<file path="src/hw/rtl/ump_pkg.sv">
// shared types, codes and sizes for the uart master command poller
// no dependencies; every other file of the block but ump_if imports this package

package ump_pkg;

	// reply store sizing
	localparam int REPLY_DEPTH = 31;
	localparam int RUN_CAP     = (REPLY_DEPTH < 31) ? REPLY_DEPTH : 31;
	localparam int ADDR_W      = $clog2(RUN_CAP);
	localparam int CNT_W       = $clog2(RUN_CAP + 1);

	// input operations
	localparam logic [1:0] OP_TICK  = 2'd0;
	localparam logic [1:0] OP_BYTE  = 2'd1;
	localparam logic [1:0] OP_START = 2'd2;

	// result kinds
	localparam logic [1:0] KIND_TX    = 2'd0;
	localparam logic [1:0] KIND_REPLY = 2'd1;
	localparam logic [1:0] KIND_DONE  = 2'd2;

	// done status codes
	localparam logic [2:0] STS_TIMEOUT = 3'd0;
	localparam logic [2:0] STS_ACK     = 3'd1;
	localparam logic [2:0] STS_MOTION  = 3'd2;
	localparam logic [2:0] STS_STR_OK  = 3'd3;
	localparam logic [2:0] STS_STR_TRC = 3'd4;
	localparam logic [2:0] STS_BAD     = 3'd5;

	// transaction modes
	localparam logic [1:0] MODE_IDLE  = 2'd0;
	localparam logic [1:0] MODE_HEART = 2'd1;
	localparam logic [1:0] MODE_SEND  = 2'd2;
	localparam logic [1:0] MODE_REQ   = 2'd3;

	// protocol characters
	localparam logic [7:0] CH_0 = 8'h30;
	localparam logic [7:0] CH_1 = 8'h31;
	localparam logic [7:0] CH_2 = 8'h32;
	localparam logic [7:0] CH_4 = 8'h34;
	localparam logic [7:0] CH_6 = 8'h36;
	localparam logic [7:0] CH_A = 8'h41;
	localparam logic [7:0] CH_R = 8'h52;
	localparam logic [7:0] CH_LR = 8'h72;

	// register reset values and indexes
	localparam logic [7:0] TIMEOUT_RST = 8'd100;
	localparam logic [7:0] TERM_RST    = 8'h0D;
	localparam logic REG_TIMEOUT = 1'b0;
	localparam logic REG_TERM    = 1'b1;

	// controller to datapath commands
	typedef struct packed {
		logic load;
		logic commit;
		logic run_clr;
		logic emit_byte;
		logic emit_done;
	} cmd_t;

	// datapath to controller status
	typedef struct packed {
		logic has_result;
		logic run;
		logic run_empty;
		logic run_more;
		logic out_free;
	} sts_t;

endpackage

</file>
<file path="src/hw/rtl/ump_if.sv">
// valid/ready channel interfaces for input items and result words
// no dependencies

interface ump_in_if;
	logic       valid;
	logic       ready;
	logic [1:0] operation;
	logic [7:0] byte_value;

	modport source (output valid, output operation, output byte_value, input ready);
	modport sink (input valid, input operation, input byte_value, output ready);
endinterface

interface ump_out_if;
	logic       valid;
	logic       ready;
	logic [1:0] kind;
	logic [7:0] data_byte;
	logic       mux_select;
	logic [2:0] status;
	logic       send_payload;
	logic       last;

	modport source (output valid, output kind, output data_byte, output mux_select,
		output status, output send_payload, output last, input ready);
	modport sink (input valid, input kind, input data_byte, input mux_select,
		input status, input send_payload, input last, output ready);
endinterface

</file>
<file path="src/hw/rtl/ump_regs.sv">
// apb configuration registers: reply timeout and string terminator
// depends on ump_pkg

module ump_regs (
	input  logic        clk,
	input  logic        arst_n,
	input  logic        psel,
	input  logic        penable,
	input  logic        pwrite,
	input  logic [2:0]  paddr,
	input  logic [31:0] pwdata,
	output logic [31:0] prdata,
	output logic        pready,
	output logic [7:0]  timeout_ticks,
	output logic [7:0]  terminator_char
);
	import ump_pkg::*;

	logic [7:0] timeout_q;
	logic [7:0] term_q;
	logic       wr_en;

	assign pready = 1'b1;
	assign wr_en  = psel & penable & pwrite;

	// register writes, word index from address bit 2
	always_ff @(posedge clk or negedge arst_n) begin
		if (!arst_n) begin
			timeout_q <= TIMEOUT_RST;
			term_q    <= TERM_RST;
		end else if (wr_en) begin
			case (paddr[2])
				REG_TIMEOUT: timeout_q <= pwdata[7:0];
				REG_TERM:    term_q    <= pwdata[7:0];
				default: ;
			endcase
		end
	end

	// read back
	always_comb begin
		case (paddr[2])
			REG_TIMEOUT: prdata = {24'd0, timeout_q};
			REG_TERM:    prdata = {24'd0, term_q};
			default:     prdata = 32'd0;
		endcase
	end

	assign timeout_ticks   = timeout_q;
	assign terminator_char = term_q;
endmodule

</file>
<file path="src/hw/rtl/ump_dpath.sv">
// datapath: transaction state, reply store, per-item decision logic, output register
// depends on ump_pkg; driven by ump_ctrl commands

module ump_dpath (
	input  logic          clk,
	input  logic          arst_n,
	input  ump_pkg::cmd_t cmd,
	output ump_pkg::sts_t sts,
	input  logic [7:0]    timeout_ticks,
	input  logic [7:0]    terminator_char,
	input  logic [1:0]    in_operation,
	input  logic [7:0]    in_byte_value,
	output logic          out_valid,
	input  logic          out_ready,
	output logic [1:0]    out_kind,
	output logic [7:0]    out_data_byte,
	output logic          out_mux_select,
	output logic [2:0]    out_status,
	output logic          out_send_payload,
	output logic          out_last
);
	import ump_pkg::*;

	// latched item
	logic [1:0] op_q;
	logic [7:0] byte_q;

	// transaction state
	logic [1:0]       mode_q;
	logic [7:0]       lrc_q;
	logic [7:0]       tick_q;
	logic [CNT_W-1:0] wi_q;
	logic             coll_q;
	logic             sready_q;
	logic             ovf_q;
	logic             chan_q;

	// reply store and run readout
	logic [7:0]        mem_q [RUN_CAP];
	logic [7:0]        rdata_q;
	logic [ADDR_W-1:0] k_q;

	// output register
	logic       ovalid_q;
	logic [1:0] okind_q;
	logic [7:0] odata_q;
	logic       omux_q;
	logic [2:0] osts_q;
	logic       ogrant_q;
	logic       olast_q;

	// next state from the item decision
	logic [1:0]       mode_n;
	logic [7:0]       lrc_n;
	logic [7:0]       tick_n;
	logic [CNT_W-1:0] wi_n;
	logic             coll_n;
	logic             sready_n;
	logic             ovf_n;
	logic             chan_n;
	logic             mem_we;
	logic             run_req;
	logic             res_ok;
	logic [1:0]       res_kind;
	logic [7:0]       res_data;
	logic [2:0]       res_status;
	logic             res_grant;
	logic             fin;
	logic [7:0]       tick_inc;
	logic             code_ok;

	// per-item decision
	always_comb begin
		mode_n     = mode_q;
		lrc_n      = lrc_q;
		tick_n     = tick_q;
		wi_n       = wi_q;
		coll_n     = coll_q;
		sready_n   = sready_q;
		ovf_n      = ovf_q;
		chan_n     = chan_q;
		mem_we     = 1'b0;
		run_req    = 1'b0;
		res_ok     = 1'b0;
		res_kind   = KIND_DONE;
		res_data   = 8'd0;
		res_status = STS_TIMEOUT;
		res_grant  = 1'b0;
		fin        = 1'b0;
		tick_inc   = (tick_q != 8'hFF) ? tick_q + 8'd1 : tick_q;
		code_ok    = (byte_q >= CH_1) && (byte_q <= CH_6);
		case (op_q)
			OP_TICK: begin
				case (mode_q)
					MODE_HEART, MODE_SEND: begin
						tick_n = tick_inc;
						if (mode_q == MODE_HEART && lrc_q == CH_R) begin
							lrc_n      = CH_0;
							fin        = 1'b1;
							res_status = STS_ACK;
						end else if (mode_q == MODE_HEART && lrc_q == CH_LR) begin
							lrc_n      = CH_0;
							fin        = 1'b1;
							res_status = STS_MOTION;
						end else if (mode_q == MODE_SEND && lrc_q == CH_A) begin
							lrc_n      = CH_0;
							fin        = 1'b1;
							res_status = STS_ACK;
							res_grant  = 1'b1;
						end else if (tick_inc >= timeout_ticks) begin
							lrc_n      = CH_0;
							fin        = 1'b1;
							res_status = STS_TIMEOUT;
						end
					end
					MODE_REQ: begin
						if (sready_q) begin
							run_req = 1'b1;
						end else if (tick_q >= timeout_ticks) begin
							wi_n       = '0;
							coll_n     = 1'b0;
							fin        = 1'b1;
							res_status = STS_TIMEOUT;
						end else begin
							tick_n = tick_q + 8'd1;
						end
					end
					default: ;
				endcase
			end
			OP_BYTE: begin
				if (!coll_q) begin
					lrc_n = byte_q;
				end else if (byte_q == terminator_char) begin
					coll_n   = 1'b0;
					sready_n = 1'b1;
				end else if (wi_q < CNT_W'(RUN_CAP)) begin
					mem_we = 1'b1;
					wi_n   = wi_q + CNT_W'(1);
				end else begin
					ovf_n = 1'b1;
				end
			end
			OP_START: begin
				if (!code_ok) begin
					fin        = 1'b1;
					res_status = STS_BAD;
				end else begin
					chan_n   = ~byte_q[0];
					tick_n   = 8'd0;
					wi_n     = '0;
					sready_n = 1'b0;
					ovf_n    = 1'b0;
					if (byte_q <= CH_2) begin
						mode_n = MODE_HEART;
						coll_n = 1'b0;
						lrc_n  = CH_0;
					end else if (byte_q <= CH_4) begin
						mode_n = MODE_REQ;
						coll_n = 1'b1;
					end else begin
						mode_n = MODE_SEND;
						coll_n = 1'b0;
						lrc_n  = CH_0;
					end
					res_ok     = 1'b1;
					res_kind   = KIND_TX;
					res_data   = byte_q;
					res_status = STS_TIMEOUT;
				end
			end
			default: ;
		endcase
		// a finished transaction gives one done word
		if (fin) begin
			mode_n   = MODE_IDLE;
			res_ok   = 1'b1;
			res_kind = KIND_DONE;
			res_data = 8'd0;
		end
	end

	// item latch
	always_ff @(posedge clk) begin
		if (cmd.load) begin
			op_q   <= in_operation;
			byte_q <= in_byte_value;
		end
	end

	// transaction state update
	always_ff @(posedge clk or negedge arst_n) begin
		if (!arst_n) begin
			mode_q   <= MODE_IDLE;
			lrc_q    <= CH_0;
			tick_q   <= 8'd0;
			wi_q     <= '0;
			coll_q   <= 1'b0;
			sready_q <= 1'b0;
			ovf_q    <= 1'b0;
			chan_q   <= 1'b0;
			k_q      <= '0;
		end else begin
			if (cmd.commit) begin
				mode_q   <= mode_n;
				lrc_q    <= lrc_n;
				tick_q   <= tick_n;
				wi_q     <= wi_n;
				coll_q   <= coll_n;
				sready_q <= sready_n;
				ovf_q    <= ovf_n;
				chan_q   <= chan_n;
			end
			if (cmd.run_clr)
				k_q <= '0;
			else if (cmd.emit_byte)
				k_q <= k_q + ADDR_W'(1);
			if (cmd.emit_done) begin
				mode_q   <= MODE_IDLE;
				sready_q <= 1'b0;
				wi_q     <= '0;
			end
		end
	end

	// reply store, one write and one registered read a cycle
	always_ff @(posedge clk) begin
		if (cmd.commit && mem_we)
			mem_q[wi_q[ADDR_W-1:0]] <= byte_q;
		rdata_q <= mem_q[k_q];
	end

	// output register valid
	always_ff @(posedge clk or negedge arst_n) begin
		if (!arst_n)
			ovalid_q <= 1'b0;
		else if ((cmd.commit && res_ok) || cmd.emit_byte || cmd.emit_done)
			ovalid_q <= 1'b1;
		else if (out_ready)
			ovalid_q <= 1'b0;
	end

	// output register payload
	always_ff @(posedge clk) begin
		if (cmd.commit && res_ok) begin
			okind_q  <= res_kind;
			odata_q  <= res_data;
			omux_q   <= chan_n;
			osts_q   <= res_status;
			ogrant_q <= res_grant;
			olast_q  <= 1'b1;
		end else if (cmd.emit_byte) begin
			okind_q  <= KIND_REPLY;
			odata_q  <= rdata_q;
			omux_q   <= chan_q;
			osts_q   <= STS_TIMEOUT;
			ogrant_q <= 1'b0;
			olast_q  <= 1'b0;
		end else if (cmd.emit_done) begin
			okind_q  <= KIND_DONE;
			odata_q  <= 8'd0;
			omux_q   <= chan_q;
			osts_q   <= ovf_q ? STS_STR_TRC : STS_STR_OK;
			ogrant_q <= 1'b0;
			olast_q  <= 1'b1;
		end
	end

	// status to the controller
	assign sts.has_result = res_ok;
	assign sts.run        = run_req;
	assign sts.run_empty  = (wi_q == '0);
	assign sts.run_more   = (CNT_W'(k_q) + CNT_W'(1)) < wi_q;
	assign sts.out_free   = ~ovalid_q | out_ready;

	assign out_valid        = ovalid_q;
	assign out_kind         = okind_q;
	assign out_data_byte    = odata_q;
	assign out_mux_select   = omux_q;
	assign out_status       = osts_q;
	assign out_send_payload = ogrant_q;
	assign out_last         = olast_q;
endmodule

</file>
<file path="src/hw/rtl/ump_ctrl.sv">
// controller state machine: item intake, commit and reply run sequencing
// depends on ump_pkg; commands ump_dpath

module ump_ctrl (
	input  logic          clk,
	input  logic          arst_n,
	input  logic          in_valid,
	output logic          in_ready,
	input  ump_pkg::sts_t sts,
	output ump_pkg::cmd_t cmd
);
	import ump_pkg::*;

	localparam logic [2:0] ST_IDLE = 3'd0;
	localparam logic [2:0] ST_EXEC = 3'd1;
	localparam logic [2:0] ST_RD   = 3'd2;
	localparam logic [2:0] ST_EMIT = 3'd3;
	localparam logic [2:0] ST_DONE = 3'd4;

	logic [2:0] state_q;
	logic [2:0] state_n;

	// next state and commands
	always_comb begin
		state_n = state_q;
		cmd     = '0;
		in_ready = 1'b0;
		case (state_q)
			ST_IDLE: begin
				in_ready = 1'b1;
				if (in_valid) begin
					cmd.load = 1'b1;
					state_n  = ST_EXEC;
				end
			end
			ST_EXEC: begin
				if (sts.run) begin
					cmd.run_clr = 1'b1;
					state_n     = sts.run_empty ? ST_DONE : ST_RD;
				end else if (!sts.has_result || sts.out_free) begin
					cmd.commit = 1'b1;
					state_n    = ST_IDLE;
				end
			end
			ST_RD: begin
				state_n = ST_EMIT;
			end
			ST_EMIT: begin
				if (sts.out_free) begin
					cmd.emit_byte = 1'b1;
					state_n       = sts.run_more ? ST_RD : ST_DONE;
				end
			end
			ST_DONE: begin
				if (sts.out_free) begin
					cmd.emit_done = 1'b1;
					state_n       = ST_IDLE;
				end
			end
			default: state_n = ST_IDLE;
		endcase
	end

	// state register
	always_ff @(posedge clk or negedge arst_n) begin
		if (!arst_n)
			state_q <= ST_IDLE;
		else
			state_q <= state_n;
	end
endmodule

</file>
<file path="src/hw/rtl/uart_master_command_poller_unit.sv">
// uart master command poller: an item is taken in idle, then committed into the output
// register in exec, stalling while that register is held; no new item is taken until
// the last is done. A reply run reads each reply store byte (rd), emits it (emit), then
// the done word, stalling while the output register is held. arst_n clears control
// state and restores timeout 100 and terminator 13; the reply store is not cleared
// depends on ump_pkg, ump_if, ump_regs, ump_ctrl, ump_dpath

module uart_master_command_poller_unit (
	input  logic        clk,
	input  logic        arst_n,
	ump_in_if.sink      item,
	ump_out_if.source   result,
	input  logic        psel,
	input  logic        penable,
	input  logic        pwrite,
	input  logic [2:0]  paddr,
	input  logic [31:0] pwdata,
	output logic [31:0] prdata,
	output logic        pready
);
	import ump_pkg::*;

	cmd_t       cmd;
	sts_t       sts;
	logic [7:0] timeout_ticks;
	logic [7:0] terminator_char;
	logic       in_ready;

	// configuration registers
	ump_regs u_regs (
		.clk             (clk),
		.arst_n          (arst_n),
		.psel            (psel),
		.penable         (penable),
		.pwrite          (pwrite),
		.paddr           (paddr),
		.pwdata          (pwdata),
		.prdata          (prdata),
		.pready          (pready),
		.timeout_ticks   (timeout_ticks),
		.terminator_char (terminator_char)
	);

	// controller
	ump_ctrl u_ctrl (
		.clk      (clk),
		.arst_n   (arst_n),
		.in_valid (item.valid),
		.in_ready (in_ready),
		.sts      (sts),
		.cmd      (cmd)
	);

	assign item.ready = in_ready;

	// datapath
	ump_dpath u_dpath (
		.clk              (clk),
		.arst_n           (arst_n),
		.cmd              (cmd),
		.sts              (sts),
		.timeout_ticks    (timeout_ticks),
		.terminator_char  (terminator_char),
		.in_operation     (item.operation),
		.in_byte_value    (item.byte_value),
		.out_valid        (result.valid),
		.out_ready        (result.ready),
		.out_kind         (result.kind),
		.out_data_byte    (result.data_byte),
		.out_mux_select   (result.mux_select),
		.out_status       (result.status),
		.out_send_payload (result.send_payload),
		.out_last         (result.last)
	);
endmodule
</file>
<file path="src/flat_wrapper.sv">
// flat-port wrapper written by rule: the top's interface ports become plain ports
module uart_master_command_poller_unit_flat import ump_pkg::*;
  (clk, arst_n, psel, penable, pwrite, paddr, pwdata, prdata, pready, item_valid, item_operation, item_byte_value, item_ready, result_valid, result_kind, result_data_byte, result_mux_select, result_status, result_send_payload, result_last, result_ready);
  ump_in_if item_i ();
  ump_out_if result_i ();
  input  logic clk;
  input  logic arst_n;
  input  logic psel;
  input  logic penable;
  input  logic pwrite;
  input  logic [2:0] paddr;
  input  logic [31:0] pwdata;
  output logic [31:0] prdata;
  output logic pready;
  input wire logic [$bits(item_i.valid)-1:0] item_valid;
  input wire logic [$bits(item_i.operation)-1:0] item_operation;
  input wire logic [$bits(item_i.byte_value)-1:0] item_byte_value;
  output wire logic [$bits(item_i.ready)-1:0] item_ready;
  output wire logic [$bits(result_i.valid)-1:0] result_valid;
  output wire logic [$bits(result_i.kind)-1:0] result_kind;
  output wire logic [$bits(result_i.data_byte)-1:0] result_data_byte;
  output wire logic [$bits(result_i.mux_select)-1:0] result_mux_select;
  output wire logic [$bits(result_i.status)-1:0] result_status;
  output wire logic [$bits(result_i.send_payload)-1:0] result_send_payload;
  output wire logic [$bits(result_i.last)-1:0] result_last;
  input wire logic [$bits(result_i.ready)-1:0] result_ready;
  assign item_i.valid = item_valid;
  assign item_i.operation = item_operation;
  assign item_i.byte_value = item_byte_value;
  assign item_ready = item_i.ready;
  assign result_valid = result_i.valid;
  assign result_kind = result_i.kind;
  assign result_data_byte = result_i.data_byte;
  assign result_mux_select = result_i.mux_select;
  assign result_status = result_i.status;
  assign result_send_payload = result_i.send_payload;
  assign result_last = result_i.last;
  assign result_i.ready = result_ready;
  uart_master_command_poller_unit u_core (.clk(clk), .arst_n(arst_n), .item(item_i), .result(result_i), .psel(psel), .penable(penable), .pwrite(pwrite), .paddr(paddr), .pwdata(pwdata), .prdata(prdata), .pready(pready));
endmodule
</file>
<file path="config.mk">
export PLATFORM = sky130hd
export DESIGN_NAME = uart_master_command_poller_unit_flat
export DESIGN_NICKNAME = d
export VERILOG_FILES = /design/src/hw/rtl/ump_pkg.sv /design/src/hw/rtl/ump_if.sv /design/src/hw/rtl/ump_regs.sv /design/src/hw/rtl/ump_dpath.sv /design/src/hw/rtl/ump_ctrl.sv /design/src/hw/rtl/uart_master_command_poller_unit.sv /design/src/flat_wrapper.sv
export SDC_FILE = /design/constraint.sdc
export NUM_CORES = 1
export LEC_CHECK = 0
export ABC_AREA = 1
export BUFFER_PORTS_ARGS = -buffer_cell sky130_fd_sc_hd__buf_4
export CAP_MARGIN = 40
export CORE_MARGIN = 2
export CORE_UTILIZATION = 65
export CTS_CLUSTER_DIAMETER = 200
export DETAILED_ROUTE_END_ITERATION = 8
export GPL_TIMING_DRIVEN = 0
export PLACE_DENSITY = 0.95
export SLEW_MARGIN = 10
export SYNTH_ARGS = -nofsm -noshare
export SYNTH_HDL_FRONTEND = slang
export SYNTH_HIERARCHICAL = 1
export SYNTH_SLANG_ARGS = --single-unit
</file>
<file path="constraint.sdc">
create_clock -name clk -period 8.8 [get_ports clk]
set_clock_uncertainty 0.05 [all_clocks]
set_input_delay 2.64 -clock clk [delete_from_list [all_inputs] [get_ports clk]]
set_output_delay 2.64 -clock clk [all_outputs]
set_load 0.005 [all_outputs]
</file>
==> impl_results.md <==
- Status: complete, no violations
- Vias in the first global route: between 10000 and 15000
- Clk buf depth: 3
- Reg clk slew, reported paths: ~60 ps
- Seq/Total Area, Yosys: 0.640
- CP Max Fanout: 10
- HPWL Detailed: approximately 28000 um
- Crit-path cells: buf_2 -> inv_2 -> buf_2 -> nand2_1 -> nand2_1 -> buf_4
- Leak pwr: around 0.0069 uW
- Max Freq: roughly 160 MHz
- Period utilization: 0.706
- PD cells: about 240 mW/mm2
- Core box area: 0.0228 mm2
- Die span in y: approximately 160 um
- Pint: 2990 uW
- Pin count of the biggest net entering global routing: 53
- H-Tree Depth: 2
- Via count: between 10000 and 15000
- Comb power frac: 0.171
- Slew Viols, Final: 0
- Critical path class: input port to output pin
- Worst Reg-to-Reg Cells: 27
- FF+latch count, synth: between 300 and 400
- Max VDD drop: about 0.00018 V
- Crit-path leading delay family: buffers and inverters
- Hold path depth: 2
- Post-synth EDFFs: 273
- Synth cell types: 44
- Slowest stage delay, CP: between 200 and 300 ps
- Final setup fails: 0
- Wire length per cell: 23.0 um
- Die Area: 0.0245 mm2
- Share of layout cells above drive strength 1: 0.123
- Switch Pwr: around 1100 uW
- RR Startpoint: u_core/u_dpath/tick_q[0]
- Min-delay src: u_core/u_regs/timeout_ticks[5]
- Unrepaired setup endpoints after global routing: no
- Hold_buf cts: 0
- Setup WS pre-CTS: roughly 2600 ps
- DR vias/cell: roughly 6.5
- Starting density of the core: 0.665
- Global-route usage over all layers: 0.362
- Final Hold Vio Count: 0
- Post-cts resize count: 0
- Synth async-reset ratio: 0.156
- Warnings from Yosys: 6
- Final worst slack: between 2000 and 3000 ps
- Post-Syn Instances: between 1000 and 1500
- R2R Path End: u_core/u_dpath/mem_q[21][2]
- FF-to-FF setup slack: 3110 ps
- Antenna diodes: 0
- Clk network pwr share: 0.357
- Max Cap Viol: 0
- Gr ovfl total: 0
- Worst setup EP type: output pin
- Die Width: between 150 and 200 um
- # port buffers: 50
- Switching share of power: 0.275
- Gp weighted congestion: about 0.95
- Layout area overhead: 15.2%
- Top FF cell, synth: edfxtp_1
- Row Count: 55
- Least-Margin Pin Slew: 991 ps
- Buf/Inv on CP: 4
- Post-CTS setup buffers: 0
- Initial DRC Count: 2345
- DRT antenna net count: 0
- First-pass GRT wire length: between 60000 and 70000 um
- Initial antenna violation count: 1
- Clk_lat worst skew: between 500 and 600 ps
- DRT Pass-1 Iters: 8
- Total Wirelength: roughly 44000 um
- DRC: 0
- CTS tree: built
- Post-synth design cell area: ~0.015 mm2
- Min Tclk post-route: roughly 6200 ps
- Root Buffer: clkbuf_16
- Min Hold Slack: 427 ps
- Sequential power share: 0.472
- Sink Count: approximately 330
- # nets final: approximately 1700
- TritonCTS Buffers: 34
- Hold path endpoint: u_core/u_regs/timeout_ticks[5]
- Worst slew margin: 0.337
- CP required: approximately 6000 ps
- Synth Area per Inst: ~11 um2
- Hold Path Class: flip-flop to flip-flop
- I/O pin count: between 100 and 150
- Setup Total Neg Slack: 0 ps
- Slowest cell on crit path: buf_2
- Critical Path Start Type: input port
- Critical Path AT: roughly 3500 ps
- Post-layout util: 0.766
- Final Power: 4130 uW
-- layer usage --
metal	GRT usage	wire length, um	share of wire
met1	0.438	14000	0.32
met3	0.112	6590	0.15
met4	0.216	2980	0.068
met2	0.574	20200	0.46
met5	0	15	0.00034
-- synthesized netlist by cell type, types with 5 or more instances --
library cell | n | share of area
dfxtp_1 | 9 | 0.012
o22ai_1 | 18 | 0.0074
nand4_1 | 10 | 0.0041
o221ai_1 | 31 | 0.018
dfstp_2 | 8 | 0.014
o21ai_1 | 5 | 0.0017
nor3_1 | 7 | 0.0023
ha_1 | 34 | 0.028
inv_1 | 89 | 0.022
xor2_1 | 10 | 0.0058
edfxtp_1 | 273 | 0.54
o21ai_0 | 157 | 0.052
dfrtp_1 | 44 | 0.073
nand2_2 | 8 | 0.0033
clkbuf_1 | 53 | 0.013
nand3_1 | 92 | 0.030
nand2_1 | 253 | 0.063
buf_2 | 10 | 0.0033
buf_4 | 28 | 0.014
nor2_1 | 192 | 0.048
a21oi_1 | 48 | 0.016
xnor2_1 | 9 | 0.0052
o211ai_1 | 5 | 0.0025
-- metrics by stage --
step | cells | area, um2
after floorplan | 1455 | 15200
after global placement | 1818 | 16000
after detailed placement | 1838 | 16300
after CTS | 1898 | 17400
after global routing | 1901 | 17400
final | 1901 | 17400
-- state kept, by name, summed over array words and instances (netlist names) --
register,count
u_core/u_dpath/coll_q,1
u_core/u_dpath/ovf_q,1
u_core/u_dpath/rdata_q,8
u_core/u_dpath/sready_q,1
u_core/u_dpath/chan_q,1
u_core/u_dpath/out_valid,1
u_core/u_dpath/wi_q,5
u_core/u_regs/timeout_ticks,8
u_core/u_dpath/out_mux_select,1
u_core/u_dpath/out_data_byte,8
u_core/u_ctrl/state_q,3
u_core/u_dpath/out_send_payload,1
u_core/u_dpath/out_last,1
u_core/u_dpath/mem_q,248
u_core/u_dpath/mode_q,2
u_core/u_dpath/tick_q,8
u_core/u_dpath/byte_q,8
u_core/u_dpath/lrc_q,8
u_core/u_regs/terminator_char,8
u_core/u_dpath/out_status,3
u_core/u_dpath/out_kind,2
u_core/u_dpath/k_q,5
u_core/u_dpath/op_q,2
-- power groups by stage --
stage	clock network, uW	registers [uW]	logic [uW]
final	1470	1950	707
after global routing	1540	1960	769
after CTS	1470	1940	681
after detailed placement	0	1980	652
after global placement	0	2000	543
after floorplan	0	1960	416
-- area by class of cell --
| cell class | count | area, um2 |
|---|---|---|
| buffer | 94 | 493 |
| clock buffer | 48 | 1010 |
| clock inverter | 12 | 131 |
| fill | 1228 | 5340 |
| inverter | 94 | 353 |
| multi-input combinational | 933 | 4690 |
| sequential | 334 | 9690 |
| tap | 313 | 392 |
| timing repair buffer | 73 | 683 |
-- tightest hold or removal path: cells and delay by family, from the launching register on --
kind | cells | cell delay (ps)
flip-flops | 1 | 370
AND/OR/NAND/NOR | 2 | 100
-- logic make-up after synthesis --
logic type	count (synthesis)	synth area share
AO/OA/AOI/OAI	277	0.104
XOR/XNOR	19	0.0110
other	2	0.000496
flip-flops	334	0.640
adder cells (fa/ha/maj)	34	0.0281
buffers and inverters	188	0.0559
AND/OR/NAND/NOR	578	0.161
-- worst max-delay path by stage --
stage,slack (ps),endpoint,start,cells past startpoint
after global routing,2530,prdata[0],paddr[2],6
after floorplan,2910,prdata[0],paddr[2],5
after detailed placement,2630,prdata[0],paddr[2],6
after global placement,2670,prdata[6],paddr[2],6
final,2590,prdata[0],paddr[2],6
after CTS,2630,prdata[0],paddr[2],6
-- cells in the final DEF, fill, tap and decap left out, drive strengths merged, types with 4 or more instances in the layout --
master / count
a21oi: 48
a31oi: 4
buf: 114
clkbuf: 101
clkinv: 9
conb: 25
dfrtp: 44
dfstp: 8
dfxtp: 9
edfxtp: 273
ha: 34
inv: 93
nand2: 264
nand3: 92
nand4: 11
nor2: 196
nor3: 9
o211ai: 5
o21ai: 165
o221ai: 31
o22ai: 18
xnor2: 9
xor2: 10
Power figures use the tool's default switching activity.
